**src/rtl/gbs_pkg.sv**
```systemverilog
// Package: widths, types and constants shared by the box suppression block.
package gbs_pkg;

    localparam int MAX_BOXES    = 64;
    localparam int COORD_BITS   = 16;
    localparam int SCORE_W      = 16;
    localparam int THR_W        = 9;
    localparam int THR_FRAC     = 8;
    localparam int RESULT_LIMIT = 64;
    localparam int OUT_IDX_W    = 6;

    localparam int IDX_W   = $clog2(MAX_BOXES);
    localparam int CNT_W   = $clog2(MAX_BOXES + 1);
    localparam int PICK_W  = $clog2(RESULT_LIMIT + 1);
    localparam int DIFF_W  = COORD_BITS + 1;
    localparam int INTER_W = 2 * COORD_BITS;
    localparam int AREA_W  = 2 * DIFF_W;
    localparam int UNION_W = AREA_W + 2;
    localparam int PROD_W  = THR_W + UNION_W - 1;

    localparam logic [THR_W-1:0] THR_RESET = THR_W'(128);

    typedef struct packed {
        logic signed [COORD_BITS-1:0] left;
        logic signed [COORD_BITS-1:0] top;
        logic signed [COORD_BITS-1:0] right;
        logic signed [COORD_BITS-1:0] bottom;
    } t_box;

    // Tag that travels alongside one entry through the overlap pipeline.
    typedef struct packed {
        logic               vld;
        logic [IDX_W-1:0]   idx;
        logic [SCORE_W-1:0] score;
    } t_tag;

endpackage

```
**src/rtl/gbs_iou.sv**
```systemverilog
// Four-stage overlap pipeline: decides whether the reference box suppresses an entry.
module gbs_iou (
    input  logic                              i_clk,
    input  logic                              i_rst_n,
    input  gbs_pkg::t_tag                     i_tag,
    input  gbs_pkg::t_box                     i_box,
    input  logic                              i_ref_valid,
    input  gbs_pkg::t_box                     i_ref,
    input  logic signed [gbs_pkg::AREA_W-1:0] i_ref_area,
    input  logic [gbs_pkg::THR_W-1:0]         i_thr,
    output gbs_pkg::t_tag                     o_tag,
    output logic                              o_supp,
    output logic                              o_busy
);
    import gbs_pkg::*;

    // stage 1: overlap extents and candidate sides
    logic signed [COORD_BITS-1:0] max_l, max_t, min_r, min_d;
    logic signed [DIFF_W-1:0]     ow, oh, bw, bh;

    t_tag                     r1_tag;
    logic [COORD_BITS-1:0]    r1_w, r1_h;
    logic signed [DIFF_W-1:0] r1_bw, r1_bh;

    // stage 2: products
    t_tag                     r2_tag;
    logic [INTER_W-1:0]       r2_inter;
    logic signed [AREA_W-1:0] r2_area;

    // stage 3: union
    t_tag                      r3_tag;
    logic [INTER_W-1:0]        r3_inter;
    logic signed [UNION_W-1:0] r3_union;

    // stage 4: threshold test
    t_tag               r4_tag;
    logic               r4_supp;
    logic [PROD_W-1:0]  lhs, prod;
    logic               n_supp;

    assign max_l = (i_ref.left   > i_box.left)   ? i_ref.left   : i_box.left;
    assign max_t = (i_ref.top    > i_box.top)    ? i_ref.top    : i_box.top;
    assign min_r = (i_ref.right  < i_box.right)  ? i_ref.right  : i_box.right;
    assign min_d = (i_ref.bottom < i_box.bottom) ? i_ref.bottom : i_box.bottom;

    assign ow = DIFF_W'(min_r) - DIFF_W'(max_l);
    assign oh = DIFF_W'(min_d) - DIFF_W'(max_t);
    assign bw = DIFF_W'(i_box.right)  - DIFF_W'(i_box.left);
    assign bh = DIFF_W'(i_box.bottom) - DIFF_W'(i_box.top);

    assign lhs  = PROD_W'({r3_inter, {THR_FRAC{1'b0}}});
    assign prod = PROD_W'(i_thr) * PROD_W'(r3_union[UNION_W-2:0]);

    // zero union suppresses; negative union keeps
    always_comb begin
        n_supp = 1'b0;
        if (i_ref_valid) begin
            if (r3_union == '0) begin
                n_supp = 1'b1;
            end else if (!r3_union[UNION_W-1]) begin
                n_supp = (lhs > prod);
            end
        end
    end

    always_ff @(posedge i_clk) begin
        if (!i_rst_n) begin
            r1_tag.vld <= 1'b0;
            r2_tag.vld <= 1'b0;
            r3_tag.vld <= 1'b0;
            r4_tag.vld <= 1'b0;
        end else begin
            r1_tag.vld <= i_tag.vld;
            r2_tag.vld <= r1_tag.vld;
            r3_tag.vld <= r2_tag.vld;
            r4_tag.vld <= r3_tag.vld;
        end

        r1_tag.idx   <= i_tag.idx;
        r1_tag.score <= i_tag.score;
        r1_w         <= ow[DIFF_W-1] ? '0 : ow[COORD_BITS-1:0];
        r1_h         <= oh[DIFF_W-1] ? '0 : oh[COORD_BITS-1:0];
        r1_bw        <= bw;
        r1_bh        <= bh;

        r2_tag.idx   <= r1_tag.idx;
        r2_tag.score <= r1_tag.score;
        r2_inter     <= INTER_W'(r1_w) * INTER_W'(r1_h);
        r2_area      <= AREA_W'(r1_bw) * AREA_W'(r1_bh);

        r3_tag.idx   <= r2_tag.idx;
        r3_tag.score <= r2_tag.score;
        r3_inter     <= r2_inter;
        r3_union     <= UNION_W'(i_ref_area) + UNION_W'(r2_area) - UNION_W'(r2_inter);

        r4_tag.idx   <= r3_tag.idx;
        r4_tag.score <= r3_tag.score;
        r4_supp      <= n_supp;
    end

    assign o_tag  = r4_tag;
    assign o_supp = r4_supp;
    assign o_busy = r1_tag.vld | r2_tag.vld | r3_tag.vld | r4_tag.vld;

endmodule

```
**config.mk**
```make
export PLATFORM = sky130hd
export DESIGN_NAME = gbs_iou
export DESIGN_NICKNAME = d
export VERILOG_FILES = /design/src/rtl/gbs_pkg.sv /design/src/rtl/gbs_iou.sv
export SDC_FILE = /design/constraint.sdc
export NUM_CORES = 2
export LEC_CHECK = 0
export CORE_ASPECT_RATIO = 1.4
export CORE_UTILIZATION = 55
export DETAILED_ROUTE_END_ITERATION = 7
export DONT_BUFFER_PORTS = 1
export GPL_TIMING_DRIVEN = 0
export PLACE_DENSITY_LB_ADDON = 0.08
export SLEW_MARGIN = 20
export SYNTH_ARGS = -nofsm -noshare
export SYNTH_HDL_FRONTEND = slang
export SYNTH_SLANG_ARGS = --single-unit
export TNS_END_PERCENT = 50
```
**constraint.sdc**
```tcl
create_clock -name i_clk -period 13.3 [get_ports i_clk]
set_input_delay 1.33 -clock i_clk [delete_from_list [all_inputs] [get_ports i_clk]]
set_output_delay 1.33 -clock i_clk [all_outputs]
set_load 0.01 [all_outputs]
```
# After elaboration in Yosys (flattened, before gate mapping)
# Index checks and enable logic that the tools add are counted.
[word_totals] regBits=293 latchBits=0 ram_bits=0 romBits=0 output_inout_bits=25 n_memories=0
[op_classes] add_sub_neg=6 multipliers=3 div=0 order_cmp=5 n_eq_ne=0 shifts=0 muxes=6 bitwise_logic=3 reduce_logical=1
[ops] operator="$sub 16x16->17" n=4
[ops] operator="$mux 16" n=4
[ops] operator="$gt 40x44->1" n=1
[ops] operator="$mul 9x35->44" n=1
[ops] operator="$logic_not 36->1" n=1
[ops] operator="$sub 35x33->36" n=1
[ops] operator="$add 34x34->35" n=1
[ops] operator="$mul 17x17->34" n=1
[ops] operator="$gt 16x16->1" n=2
[ops] operator="$lt 16x16->1" n=2
[ops] operator="$mul 16x16->32" n=1
[ops] operator="$or 1x1->1" n=3
[ops] operator="$mux 1" n=2

# Longest topological paths before layout
[logic_depth] depth_word=4 mapped_depth=34

# Least setup slack after synthesis
# Ideal clock, no wire load.
[synth_timing] path_type="input-to-reg" start="input i_thr[2] (netlist name)" end="register r4_supp (netlist: o_supp)" t_arrival_ns=7.580 t_required_ns=13.204 slack_ns=5.625 cell_stages=32 n_path_buf=2 path_cell_list="clkbuf_1 -> clkbuf_1 -> nand2_1 -> fa_1 -> inv_1 -> fa_1 -> fa_1 -> inv_1 -> fa_1 -> inv_1 -> ha_1 -> a21o_1 -> or3_1 -> o21ai_2 -> o311ai_2 -> a21oi_1 -> nand2b_1 -> a21oi_1 -> a21o_1 -> a21oi_1 -> xor2_1 -> ha_1 -> and3_1 -> nand4_1 -> nor3_1 -> a221o_1 -> a21oi_1 -> o21ai_0 -> nand2_1 -> a21oi_1 -> nand2_1 -> o41ai_2"
[synth_via] elab_chain_len=4
[synth_rtl] element="from (decl)" line="gbs_iou.sv:10" source="input logic [gbs_pkg::THR_W-1:0] i_thr,"
[synth_rtl] element="$mul 9x35->44" line="gbs_iou.sv:52" source="assign prod = PROD_W'(i_thr) * PROD_W'(r3_union[UNION_W-2:0]);"
[synth_rtl] element="$gt 40x44->1" line="gbs_iou.sv:61" source="n_supp = (lhs > prod);"
[synth_rtl] element="$mux 1" line="gbs_iou.sv:60" source="end else if (!r3_union[UNION_W-1]) begin"
[synth_rtl] element="$mux 1" line="gbs_iou.sv:58" source="if (r3_union == '0) begin"
[synth_rtl] element="to (signal assigned)" line="gbs_iou.sv:98" source="r4_supp <= n_supp;"
[synth_rtl] element="to (decl)" line="gbs_iou.sv:37" source="logic r4_supp;"
# Every way passes these cells.
# A chain may end at the register's enable or synchronous reset.

# Worst setup path in the final report
# Ends and elaborated chain as after synthesis.

==> results.toml <==
[yosys]
yosysTopAreaCellShare = 0.350
yosysTopAreaCell = "fa_1"
synth_compound_area_frac = 0.0839
ys_ff_latch = 293
ys_types = 81
synth_area_leaders = "fa_1 (35%), dfxtp_1 (14%), ha_1 (13%), inv_1 (9.0%), and2_1 (5.6%)"
muxShareOfSynthArea = 0.0135
ys_seq_area_frac = 0.135
syn_area_um2 = 43300
synthXorXnorAreaFrac = 0.0348
synth.avg_cell_area_um2 = 9.05
synth_nets = 6194
synthSimpleGateAreaFrac = 0.149
synth_edf_count = 0
synth-async-reset-ratio = 0
synth_top_family_by_area = "adder cells"
ys_top_cells_by_count = "inv_1 (1039), fa_1 (758), nand2_1 (559), ha_1 (449), and2_1 (387)"
yosysMostFrequentCell = "inv_1"
syn_inst = 4790
synth_warnings = 0
synthFlopType = "dfxtp_1"
synth_fa_ha_area_frac = 0.480

[timing]
finalSetupViolCount = 0
rsz0062_at_grt = "no"
post-route-period-util = 0.675
period_needed_ns = 8.98
finClkSkew_ns = 0.0226
fmax_ghz = 0.111
maxSlewHeadroom = 0.362
slew_violations = 0
fin_setup_tns_ns = 0
finalHoldViolations = 0
worstMarginPinSlew_ns = 0.952

[worst_hold_path]
hp-start = "r3_tag[14]"
min_delay_path_depth = 0
hold_class = "flip-flop to flip-flop"
whs_endpoint = "o_tag[14]"

[clocking]
cts_resized = 0
cts_num_sinks = 293
clk_pin_slew_worst_paths_ns = 0.06
clk_latency_ns = 0.61
cts_hold_buf = 0
cts_tree = "done"
cts_buffer_depth = 3
cts_post_setup_buffers_inserted = 0
cts-buffers-inserted = 30
cts-root-buf = "clkbuf_16"
h-tree-depth = 1

[routing]
dr.pass1.iters = 5
top_layer_used = "met4"
via_per_inst = 5.35
drtIter0Drc = 1409
drc_errors = 0
vias = 31535
dr_wl_met2_um = 58500
wirelength_um = 114000
dr_wl_met3_um = 6690
wl_per_cell_um = 19.4
wl_met1_um = 43100
drtAntennaViolNets = 0

[global_routing]
grt_pass1_wl_um = 182000
grt_pass1_vias = 33826
grt_max_degree = 17
grt_overflow = 0
antenna_found_initial = 1
grt.total_usage = 0.297

[final_layout]
area_growth_pct = 5.49
regArea_um2 = 5870
fill_cells = 7158
utilization = 0.587
nets = 6226
multi_input_area_um2 = 33000
drive_gt1_frac = 0.0243

[floorplan]
rows = 121
initial_core_util = 0.557
die_w_um = 239
ioPinCount = 222
dieArea_um2 = 79900
coreArea_um2 = 77800
die_h_um = 334

[flow_run]
maxCapViolations = 0

[critical_path]
crit_path_end_kind = "flip-flop"
max_stage_delay_ns = 0.66
crit_fanout = 10
slowest_stage = "clkbuf_1"
reg2reg_depth = 31
reg2reg_from = "r3_union[0]"
cpMostUsedCell = "a21oi_1"
crit_arrival_ns = 9.47
crit_path_start_kind = "input pin"
r2r-end = "o_supp"
required_ns = 13.79
reg2reg_slack_ns = 4.99
crit_type = "input pin to flip-flop"

[placed_design]
gp_congestion = 0.957
hpwl_um = 99000
port_buffers = 0

[run_status]
status = "completed"
[cell families after synthesis]
logic type | count (synthesis)
and+or+nand+nor | 1321
adders and majority gates | 1207
buffers and inverters | 1192
AOI/OAI and AO/OA | 551
DFF | 293
xor gates and xnor gates | 172
muxes | 54
[cell usage in the layout, fill, tap and decap left out, drive strengths merged, types with 5 or more instances in the layout]
master,n
fa,758
nor4,9
nand3,42
o21a,31
a2111oi,8
clkinv,10
a21oi,195
o31ai,7
a211oi,21
nor3,36
xor2,62
a21o,80
nor2,131
o21bai,20
a31o,8
a311oi,5
o21ai,98
inv,1045
nand2,559
nand2b,49
mux2i,20
clkbuf,171
buf,16
a41o,5
and2,387
dfxtp,293
a41oi,6
o211ai,8
nand4,27
mux2,34
nor2b,35
or2,6
a31oi,11
or3,8
a21boi,7
and3,21
xnor2,110
ha,449
[worst max-delay path, delay by kind of cell]
family | cells | cell delay (ns)
XOR/XNOR | 1 | 0.16
adder cells (fa/ha/maj) | 6 | 2.73
buffers and inverters | 5 | 1.17
AND/OR/NAND/NOR | 7 | 1.30
AO/OA/AOI/OAI | 13 | 2.75
[flip-flops by register name, indices dropped and copies added, names as in the netlist]
register,count
r2_tag,23
r2_inter,32
r1_w,16
r1_bw,17
r1_bh,17
r3_inter,32
r3_tag,23
r2_area,34
o_tag,23
r1_h,16
o_supp,1
r1_tag,23
r3_union,36
[layout make-up]
type	count	share of cell area
sequential	293	0.128
buffer	152	0.0127
inverter	1040	0.0854
clock inverter	21	0.00586
multi-input combinational	3305	0.722
clock buffer	35	0.0175
antenna	1	0.0000547
tap	1045	0.0286
[worst max path at each step]
| stage | depth (start not counted) | start | to |
|---|---|---|---|
| after floorplan | 32 | i_thr[2] | o_supp |
| after global placement | 32 | i_thr[1] | o_supp |
| after detailed placement | 32 | i_thr[2] | o_supp |
| after CTS | 32 | i_thr[2] | o_supp |
| after global routing | 32 | i_thr[2] | o_supp |
| final | 32 | i_thr[2] | o_supp |
[routing by layer]
layer  global-route usage  up-vias
met5                    0        -
met2                0.538      917
met1                0.338    15589
li1                     -    14761
met3               0.0452      268
met4                0.142        0
[metrics by stage]
step / hold WS (ns) / setup WS (ns) / std cells / cell area [um2]
after global routing: 0.329 / 3.82 / 5891 / 45700
after floorplan: 0.310 / 5.62 / 4790 / 43300
after detailed placement: 0.312 / 3.71 / 5835 / 44600
after global placement: 0.310 / 3.78 / 5835 / 44600
final: 0.323 / 4.32 / 5892 / 45700
after CTS: 0.326 / 4.34 / 5891 / 45700
Power is left out: the tool's default activity adds up to more than one toggle a clock period on the data nets, which glitch-free logic cannot reach.
